**src/sv/cbmt_pkg.sv**
```systemverilog
// ----------------------------------------------------------------------------
// cbmt_pkg
// Shared types, codes and defaults of the controller button map table.
// ----------------------------------------------------------------------------
package cbmt_pkg;

    localparam int CTRL_DEFAULT = 8;
    localparam int MAPS_DEFAULT = 64;
    localparam int RESULT_CAP   = 8;

    localparam logic [2:0] OP_ADD    = 3'd0;
    localparam logic [2:0] OP_MAP    = 3'd1;
    localparam logic [2:0] OP_GET    = 3'd2;
    localparam logic [2:0] OP_REMOVE = 3'd3;
    localparam logic [2:0] OP_LIST   = 3'd4;

    localparam logic [1:0] ST_OK      = 2'd0;
    localparam logic [1:0] ST_UNKNOWN = 2'd1;
    localparam logic [1:0] ST_REFUSED = 2'd2;
    localparam logic [1:0] ST_FULL    = 2'd3;

    typedef struct packed {
        logic        used;
        logic [7:0]  button;
        logic [15:0] action;
    } entry_t;

    typedef struct packed {
        logic       load;
        logic       slot_start;
        logic       slot_write;
        logic       clear_start;
        logic       entry_start;
        logic       ent_wr;
        logic       ent_wr_used;
        logic       resp;
        logic [1:0] resp_status;
        logic       resp_action;
    } cmd_t;

    typedef struct packed {
        logic [2:0] op;
        logic       limit_zero;
        logic       any_used;
        logic       slot_last;
        logic       slot_hit;
        logic       slot_free;
        logic       clear_last;
        logic       ent_last;
        logic       ent_hit;
        logic       ent_free;
    } stat_t;

endpackage

```
**src/sv/cbmt_ctrl.sv**
```systemverilog
// ----------------------------------------------------------------------------
// cbmt_ctrl
// Request sequencer: dispatches each request and steps the datapath scans.
// ----------------------------------------------------------------------------
module cbmt_ctrl
    import cbmt_pkg::*;
(
    input  logic  clk,
    input  logic  rst_n,
    input  logic  start,
    output logic  busy,
    input  stat_t stat,
    output cmd_t  cmd
);

    typedef enum logic [7:0] {
        S_IDLE      = 8'b0000_0001,
        S_DISPATCH  = 8'b0000_0010,
        S_SLOT      = 8'b0000_0100,
        S_SLOT_EVAL = 8'b0000_1000,
        S_CLEAR     = 8'b0001_0000,
        S_ENT       = 8'b0010_0000,
        S_ENT_EVAL  = 8'b0100_0000,
        S_LIST      = 8'b1000_0000
    } state_t;

    state_t state_reg;
    state_t state_next;

    always_ff @(posedge clk or negedge rst_n)
    begin
        if (!rst_n)
        begin
            state_reg <= S_IDLE;
        end
        else
        begin
            state_reg <= state_next;
        end
    end

    assign busy = (state_reg != S_IDLE);

    always_comb
    begin
        state_next = state_reg;
        cmd        = '0;
        unique case (state_reg)
            S_IDLE:
            begin
                if (start)
                begin
                    cmd.load   = 1'b1;
                    state_next = S_DISPATCH;
                end
            end
            S_DISPATCH:
            begin
                if (stat.op == OP_LIST)
                begin
                    if (stat.limit_zero)
                    begin
                        cmd.resp        = 1'b1;
                        cmd.resp_status = ST_UNKNOWN;
                        state_next      = S_IDLE;
                    end
                    else if (!stat.any_used)
                    begin
                        cmd.resp        = 1'b1;
                        cmd.resp_status = ST_OK;
                        state_next      = S_IDLE;
                    end
                    else
                    begin
                        cmd.slot_start = 1'b1;
                        state_next     = S_LIST;
                    end
                end
                else if (stat.op == OP_ADD || stat.op == OP_MAP ||
                         stat.op == OP_GET || stat.op == OP_REMOVE)
                begin
                    cmd.slot_start = 1'b1;
                    state_next     = S_SLOT;
                end
                else
                begin
                    cmd.resp        = 1'b1;
                    cmd.resp_status = ST_UNKNOWN;
                    state_next      = S_IDLE;
                end
            end
            S_SLOT:
            begin
                if (stat.slot_last)
                begin
                    state_next = S_SLOT_EVAL;
                end
            end
            S_SLOT_EVAL:
            begin
                if (stat.op == OP_ADD)
                begin
                    if (stat.slot_hit)
                    begin
                        cmd.resp        = 1'b1;
                        cmd.resp_status = ST_REFUSED;
                        state_next      = S_IDLE;
                    end
                    else if (!stat.slot_free)
                    begin
                        cmd.resp        = 1'b1;
                        cmd.resp_status = ST_FULL;
                        state_next      = S_IDLE;
                    end
                    else
                    begin
                        cmd.slot_write  = 1'b1;
                        cmd.clear_start = 1'b1;
                        state_next      = S_CLEAR;
                    end
                end
                else if (!stat.slot_hit)
                begin
                    cmd.resp        = 1'b1;
                    cmd.resp_status = ST_UNKNOWN;
                    state_next      = S_IDLE;
                end
                else
                begin
                    cmd.entry_start = 1'b1;
                    state_next      = S_ENT;
                end
            end
            S_CLEAR:
            begin
                if (stat.clear_last)
                begin
                    cmd.resp        = 1'b1;
                    cmd.resp_status = ST_OK;
                    state_next      = S_IDLE;
                end
            end
            S_ENT:
            begin
                if (stat.ent_last)
                begin
                    state_next = S_ENT_EVAL;
                end
            end
            S_ENT_EVAL:
            begin
                cmd.resp   = 1'b1;
                state_next = S_IDLE;
                if (stat.op == OP_MAP)
                begin
                    if (stat.ent_hit || stat.ent_free)
                    begin
                        cmd.ent_wr      = 1'b1;
                        cmd.ent_wr_used = 1'b1;
                        cmd.resp_status = ST_OK;
                    end
                    else
                    begin
                        cmd.resp_status = ST_REFUSED;
                    end
                end
                else if (stat.ent_hit)
                begin
                    cmd.ent_wr      = (stat.op == OP_REMOVE);
                    cmd.resp_action = (stat.op == OP_GET);
                    cmd.resp_status = ST_OK;
                end
                else
                begin
                    cmd.resp_status = ST_REFUSED;
                end
            end
            S_LIST:
            begin
                if (stat.slot_last)
                begin
                    state_next = S_IDLE;
                end
            end
            default:
            begin
                state_next = S_IDLE;
            end
        endcase
    end

endmodule

```
**config.mk**
```make
export PLATFORM = sky130hd
export DESIGN_NAME = cbmt_ctrl
export DESIGN_NICKNAME = d
export VERILOG_FILES = /design/src/sv/cbmt_pkg.sv /design/src/sv/cbmt_ctrl.sv
export SDC_FILE = /design/constraint.sdc
export NUM_CORES = 1
export LEC_CHECK = 0
export BUFFER_PORTS_ARGS = -buffer_cell sky130_fd_sc_hd__buf_2
export CORE_AREA = 3 3 44 46
export CTS_CLUSTER_DIAMETER = 60
export DETAILED_ROUTE_END_ITERATION = 10
export DIE_AREA = 0 0 47 49
export PLACE_DENSITY = 0.7
export SLEW_MARGIN = 20
export SYNTH_ARGS = -nofsm -noshare
export SYNTH_HDL_FRONTEND = slang
export SYNTH_SLANG_ARGS = --single-unit
```
**constraint.sdc**
```tcl
create_clock -name clk -period 1.7 [get_ports clk]
set_input_delay 0.085 -clock clk [delete_from_list [all_inputs] [get_ports clk]]
set_output_delay 0.085 -clock clk [all_outputs]
set_load 0.02 [all_outputs]
```
======== Word-level counts from Yosys, hierarchy flattened ========
Index checks and enable logic that the tools add are counted.
Widths: inputs -> output; s select.
word-level totals
  register bits ........................... 8
  logic and storage cells ................. 73
operators by class
  equality and inequality tests ........... 18
  muxes and demuxes ....................... 48
  reduce and logical (&&, ||, !) cells .... 6
operators with widths
  kind                number
  $mux 8              9
  $pmux 8 s7          1
  $mux 3              11
  $mux 2              8
  $mux 1              15
  $pmux 3 s4          1
  $mux 5              2
  $ne 2x2->1 const B  5
  $eq 8x1->1 const B  1
  $eq 8x2->1 const B  1
  $eq 8x3->1 const B  1
  $eq 8x4->1 const B  1
  $eq 8x5->1 const B  1
  $eq 8x6->1 const B  1
  $eq 8x7->1 const B  1
  $eq 8x8->1 const B  1
  $ne 8x1->1 const B  1
  $eq 3x2->1 const B  2
  $mux 6              1
  $reduce_and 5->1    1
  $logic_or 1x1->1    4
  $eq 3x1->1 const B  1
  $eq 3x3->1 const B  1
  $logic_not 3->1     1

======== Longest topological paths before layout ========
Gate-level depths: netlist (run 1).
  depth after elaboration ................. 7
  depth in mapped cells ................... 5

======== Worst setup path after synthesis (run 1) ========
Ideal clock, no wire load.
  path type ............................... register to output
  start point ............................. reg state_reg[7]
  end point ............................... out cmd[8] (netlist name)
  stages on the path, launching flop included .. 6
  arrival time ............................ 1924 ps
  buffers on the path ..................... 1
  path slack .............................. -309 ps
  cell sequence ........................... dfrtp_1 -> nor4_4 -> nand4b_4 -> or4_4 -> nor2_1 -> buf_4
RTL lines
  item                    line             source
  start, declared         cbmt_ctrl.sv:27  state_t state_reg;
  start signal, assigned  cbmt_ctrl.sv:38  state_reg <= state_next;
  end, declared           cbmt_ctrl.sv:13  output cmd_t cmd

==> run_results.csv, run 1 <==
group,metric,value,unit
sta,fin_crit_sh,116,%
critical_path,critPathKind,"register to primary output",
floorplan,io_pins,27,
synth,syn_area,647,um^2
sta,setup_viol,15,
synth,ys_seq_area_share,31.1,%
sta,slew_headroom,72.9,%
layout,seqCellArea,203,um^2
clock_network,clk_pin_slew_worst_paths,0.05,ns
layout,n_fill_cell,116,
placed_design,globalplace.congestion,0.819,
layout,multiInputGateArea,504,um^2
global_routing,grt_max_degree,9,
global_routing,grt_pass1_wl,3.26,mm
route,drt_pre_antenna_iters,4,
sta,layout_min_cycle_time,1.98,ns
floorplan,die_y,49,um
critical_path,endpoint_kind,"primary output",
route,vias,785,
route,wirelength,2.11,mm
critical_path,reg2reg_from,"state_reg[5]$_DFFE_PN0P_",
power,power.net_switching,456,uW
sta,rsz0062_at_grt,"yes",
route,drc_errors,0,
layout,antenna_cells,0,
power,power_leakage,0.000510,uW
clock_network,cts_made_buffers,3,
layout,drive_gt1_share,53.6,%
synth,ys_types,30,
layout,largest_register_ffs,8,
critical_path,worstPathRequired,1.62,ns
floorplan,rows,14,
sta,holdWs,0.0407,ns
layout,area_growth,74.7,%
power,power.total,1210,uW
sta,max_freq,0.505,GHz
placed_design,dpl_worst_slack,-0.0509,ns
critical_path,reg2reg_slack,-0.09,ns
route,dr.first_iter.drc_count,5,
power,p_int,752,uW
clock_network,cts.sinks,8,
route,via_per_inst,5.57,
placed_design,place_hpwl,1.48,mm
layout,fin_cells,141,
clock_network,clockRootBuffer,"clkbuf_4",
critical_path,startpoint,"state_reg[6]$_DFFE_PN0P_",
placed_design,port_buffers,26,
global_routing,grt_usage,19.7,%
power,netSwitchingFraction,37.8,%
run,max-cap-violations,0,
sta,maxSlewViolCount,0,
clock_network,clk_latency,0.24,ns
floorplan,core_area,1540,um^2
critical_path,path_cells,"nor4_4 -> nand4b_4 -> or4_4 -> o32ai_2 -> buf_4",
layout,postLayoutCoreUtil,73.3,%
critical_path,path_max_fanout,3,
floorplan,die_x,47,um
min_path,hold_start,"stat[2]",
floorplan,start_util,42.0,%
run_status,status,"finished with violations",
clock_network,tritoncts,"yes",
route,wire_per_inst,14.9,um
synth,avgSynthCellArea,8.86,um^2
synth,ys_warn_count,0,
power,power_frac_clock,12.1,%
critical_path,max_stage_delay,0.47,ns
critical_path,slowest_stage,"or4_4",
placed_design,dp.cells,124,
power,powerDensity,1070,nW/um^2
clock_network,ctsLongestPathBuffers,2,
critical_path,critPathArrivalTime,1.89,ns
synth,synth_nets,88,
power,vdd_drop_max,0.872,mV
power,p_seq_share,22.7,%
sta,fin_worst_skew,0.00217,ns
power,comb_power_share,65.1,%
clock_network,cts-htree-levels,1,
synth,synth_cells,73,
global_routing,grt.overflow.total,0,
global_routing,grt_pass1_vias,742,
sta,finalHoldViolCount,0,
floorplan,dieArea,2300,um^2
route,ant_nets,0,
layout,final_nets,141,
min_path,hp-class,"primary input to register",
global_routing,antenna_found_initial,0,
critical_path,crit_path_start_kind,"register",
run_status,violations,"negative setup slack",
sta,fin_ws,-0.278,ns
sta,tightest_slew,0.402,ns
synth,ys_ff_latch,8,
power groups by stage:
stage	combinational (uW)	sequential (uW)	clock [uW]
2_1_floorplan	325	288	0
3_3_place_gp	512	276	0
3_5_place_dp	529	278	0
4_1_cts	686	274	156
5_1_grt	837	278	179
6_report	787	275	146
worst max-delay path: cells and delay by family, from the launching register on:
family | cells | cell delay (ns)
AO/OA/AOI/OAI | 1 | 0.14
AND/OR/NAND/NOR | 3 | 0.93
flip-flops | 1 | 0.40
buffers and inverters | 1 | 0.18
path summary, 6_finish.rpt:
kind / cells after the start / endpoint
max: 5 / cmd[2]
max in group asynchronous: 2 / state_reg[0]$_DFFE_PN1P_
min: 2 / state_reg[5]$_DFFE_PN0P_
max reg2reg: 6 / state_reg[0]$_DFFE_PN1P_
min reg2reg: 3 / state_reg[7]$_DFFE_PN0P_
min in group asynchronous: 2 / state_reg[5]$_DFFE_PN0P_
placed cells by master, fill, tap and decap left out, types with 2 or more instances in the layout:
master and instances:
nand3_1 2, nand2b_1 3, clkbuf_4 3, nand2_1 4
inv_1 3, nand4b_1 4, a21o_1 2, nor3b_1 3
buf_6 8, buf_2 14, dfrtp_1 6, a21oi_1 2
nor2_4 2, buf_4 26, nor3_1 2, nand3b_1 4
nor2_1 9, nor4_4 3, o22ai_1 5
timing repair:
| item | CTS | global route |
|---|---|---|
| resized for setup | 16 | 14 |
| pin swaps | 8 | 10 |
| gates cloned | 0 | 0 |
| setup buffers | 8 | 5 |
| setup endpoints to repair | 11 | 17 |
| endpoints found under the hold margin | 8 | 0 |
| hold buffers | 1 | 0 |
synthesized netlist by cell type:
master,count,area share [%]
nor2_1,11,6.4
dfrtp_1,7,27
o22ai_1,6,5.8
nand2_1,4,2.3
nand3b_1,4,4.6
nand4b_1,4,5.4
inv_1,3,1.7
nand2b_1,3,2.9
nor3_1,3,2.3
nor3b_1,3,3.5
a21o_1,2,2.3
a21oi_1,2,1.5
nand3_1,2,1.5
nor4_1,2,1.9
nor4_4,2,6.6
and2_1,1,0.97
and2_2,1,1.2
and3_1,1,0.97
and4b_1,1,1.5
buf_4,1,1.2
dfstp_2,1,4.1
nand4_1,1,0.97
nand4b_4,1,3.7
nor2b_1,1,0.97
o2111ai_1,1,1.4
o211ai_2,1,1.9
o21ai_0,1,0.77
o32ai_1,1,1.4
or4_4,1,1.7
xor2_1,1,1.4
cell families after synthesis:
kind of cell           count (synthesis)  share of synthesized area (%)
XOR/XNOR                               1                           1.35
AND/OR/NAND/NOR                       46                           49.5
flip-flops                             8                           31.1
AO/OA/AOI/OAI                         14                           15.1
buffers and inverters                  4                           2.90
through the flow:
step,TNS [ns],area [um^2]
6_report,-2.07,1130
5_1_grt,-3.72,1130
4_1_cts,-2.15,1040
3_5_place_dp,-0.0509,892
3_3_place_gp,-0.0390,892
2_1_floorplan,-0.167,674
cell type report:
| cell class | count | share of cell area (%) |
|---|---|---|
| clock buffers | 4 | 2.33 |
| inverters | 3 | 0.997 |
| multi-input cells | 61 | 44.6 |
| flip-flops and latches | 8 | 17.9 |
| well taps | 16 | 1.77 |
| repair buffers | 49 | 32.3 |
per-layer routing:
metal	vias up	routed length (um)	global-route usage [%]
met5	-	0	0
met4	0	33	7.37
met3	4	119	5.90
met2	24	1130	34.6
met1	373	822	21.0
li1	384	-	-
Note: power is estimated with default switching activity, not from simulation.
==> inputs of run 2 (changes only) <==
- SETUP_SLACK_MARGIN: not set -> 0.2
==> run_results.csv, run 2 (same netlist as run 1, synthesis figures left out) <==
group,metric,value,unit
layout,drive_gt1_share,59.2,%
min_path,min_path_cells,2,
floorplan,dieArea,2300,um^2
critical_path,critPathArrivalTime,1.93,ns
power,powerDensity,1110,nW/um^2
global_routing,grt_pass1_wl,3.28,mm
clock_network,clk_latency,0.26,ns
power,p_seq_share,20.6,%
route,wirelength,2.13,mm
power,power.net_switching,515,uW
min_path,hp-class,"primary input to register",
floorplan,rows,14,
route,vias,795,
critical_path,reg2reg_slack,-0.20,ns
sta,slew_headroom,72.3,%
min_path,min_to,"state_reg[5]$_DFFE_PN0P_",
sta,fin_worst_skew,0.0131,ns
route,wire_per_inst,15.1,um
global_routing,grt_max_degree,9,
layout,postLayoutCoreUtil,77.0,%
critical_path,endpoint_kind,"primary output",
floorplan,core_area,1540,um^2
critical_path,crit_path_start_kind,"register",
layout,final_cell_mix,"22 x buf_4, 14 x buf_2, 12 x buf_6",
layout,fin_cells,141,
run,max-cap-violations,0,
placed_design,globalplace.congestion,0.841,
critical_path,worstPathRequired,1.62,ns
floorplan,die_x,47,um
layout,area_growth,83.6,%
placed_design,dp.cells,125,
clock_network,cts-htree-levels,1,
run_status,violations,"negative setup slack",
layout,final_common_cell,"buf_4",
floorplan,io_pins,27,
clock_network,clockRootBuffer,"clkbuf_4",
global_routing,grt.overflow.total,0,
layout,final_nets,141,
critical_path,r2r_end,"state_reg[3]$_DFFE_PN0P_",
clock_network,cts_made_buffers,3,
power,power_leakage,0.000527,uW
critical_path,reg2reg_from,"state_reg[4]$_DFFE_PN0P_",
sta,layout_min_cycle_time,2.02,ns
global_routing,grt_usage,19.3,%
route,dr.first_iter.drc_count,9,
sta,finalHoldViolCount,0,
floorplan,die_y,49,um
layout,largest_register_ffs,8,
power,netSwitchingFraction,39.0,%
power,comb_power_share,66.9,%
floorplan,start_util,42.0,%
placed_design,place_hpwl,1.49,mm
sta,fin_crit_sh,119,%
critical_path,critPathKind,"register to primary output",
clock_network,tritoncts,"yes",
route,drc_errors,0,
sta,tightest_slew,0.411,ns
placed_design,port_buffers,26,
sta,tns,-2.45,ns
sta,fin_ws,-0.318,ns
sta,setup_viol,15,
clock_network,clk_pin_slew_worst_paths,0.07,ns
clock_network,ctsLongestPathBuffers,2,
global_routing,antenna_found_initial,0,
power,vdd_drop_max,1.16,mV
sta,maxSlewViolCount,0,
min_path,hold_start,"stat[2]",
global_routing,grt_pass1_vias,722,
sta,rsz0062_at_grt,"yes",
critical_path,rr_worst_depth,8,
power,p_int,807,uW
run_status,status,"finished with violations",
power,power_frac_clock,12.4,%
layout,antenna_cells,0,
route,drt_pre_antenna_iters,4,
sta,max_freq,0.496,GHz
route,via_per_inst,5.64,
route,ant_nets,0,
clock_network,cts.sinks,8,
critical_path,path_max_fanout,3,
==> run 2: worst max path at each step <==
stage                         to  cells after the start                startpoint  slack [ns]
after floorplan           cmd[8]                      5  state_reg[6]$_DFFE_PN0P_        -0.1
after global placement    cmd[2]                      5  state_reg[6]$_DFFE_PN0P_       -0.01
after detailed placement  cmd[2]                      5  state_reg[6]$_DFFE_PN0P_       -0.07
after CTS                 cmd[2]                      5  state_reg[6]$_DFFE_PN0P_       -0.34
after global routing      cmd[2]                      5  state_reg[6]$_DFFE_PN0P_       -0.41
final                     cmd[2]                      5  state_reg[6]$_DFFE_PN0P_       -0.32
==> run 2: worst max-delay path, cell delays in order, from the launching register on <==
cell and delay (ns):
dfrtp_1 0.41, nor4_4 0.35, nand4b_4 0.13, or4_4 0.46, o32ai_2 0.14, buf_4 0.18
==> run 2: area by class of cell <==
type,instances,area [um^2]
Multi-Input combinational cell,61,547
Timing Repair Buffer,49,380
Fill cell,108,354
Sequential cell,8,203
Clock buffer,4,26.3
Tap cell,16,20.0
Inverter,3,11.3
==> run 2: metrics by stage <==
step / total power, uW / cell area [um^2] / hold WS, ns / setup slack [ns]
after global routing: 1400 / 1190 / 0.0201 / -0.408
after global placement: 865 / 942 / -0.0699 / -0.0149
after floorplan: 640 / 717 / -0.211 / -0.0976
final: 1320 / 1190 / 0.0328 / -0.318
after detailed placement: 879 / 942 / -0.0664 / -0.0679
after CTS: 1250 / 1120 / 0.0161 / -0.342
==> run 2: power groups by stage <==
stage	Clock, uW	Sequential [uW]	Combinational [uW]
after detailed placement	0	278	601
after global placement	0	274	591
after floorplan	0	288	352
final	164	273	885
after CTS	167	272	809
after global routing	182	278	941
==> run 2: repair_timing <==
action,in CTS,in global routing
setup endpoints to repair,17,19
hold buffers,1,0
setup buffers,8,3
gates resized for setup,26,10
endpoints found under the hold margin,8,0
pin swaps,8,3
==> run 2: metal layers <==
layer	up-vias	share of wire (%)	track usage (%)
met5	-	0	0
met4	0	2.8	5.53
met3	6	5.5	3.32
met2	22	49	30.5
met1	381	43	26.2
li1	386	-	-
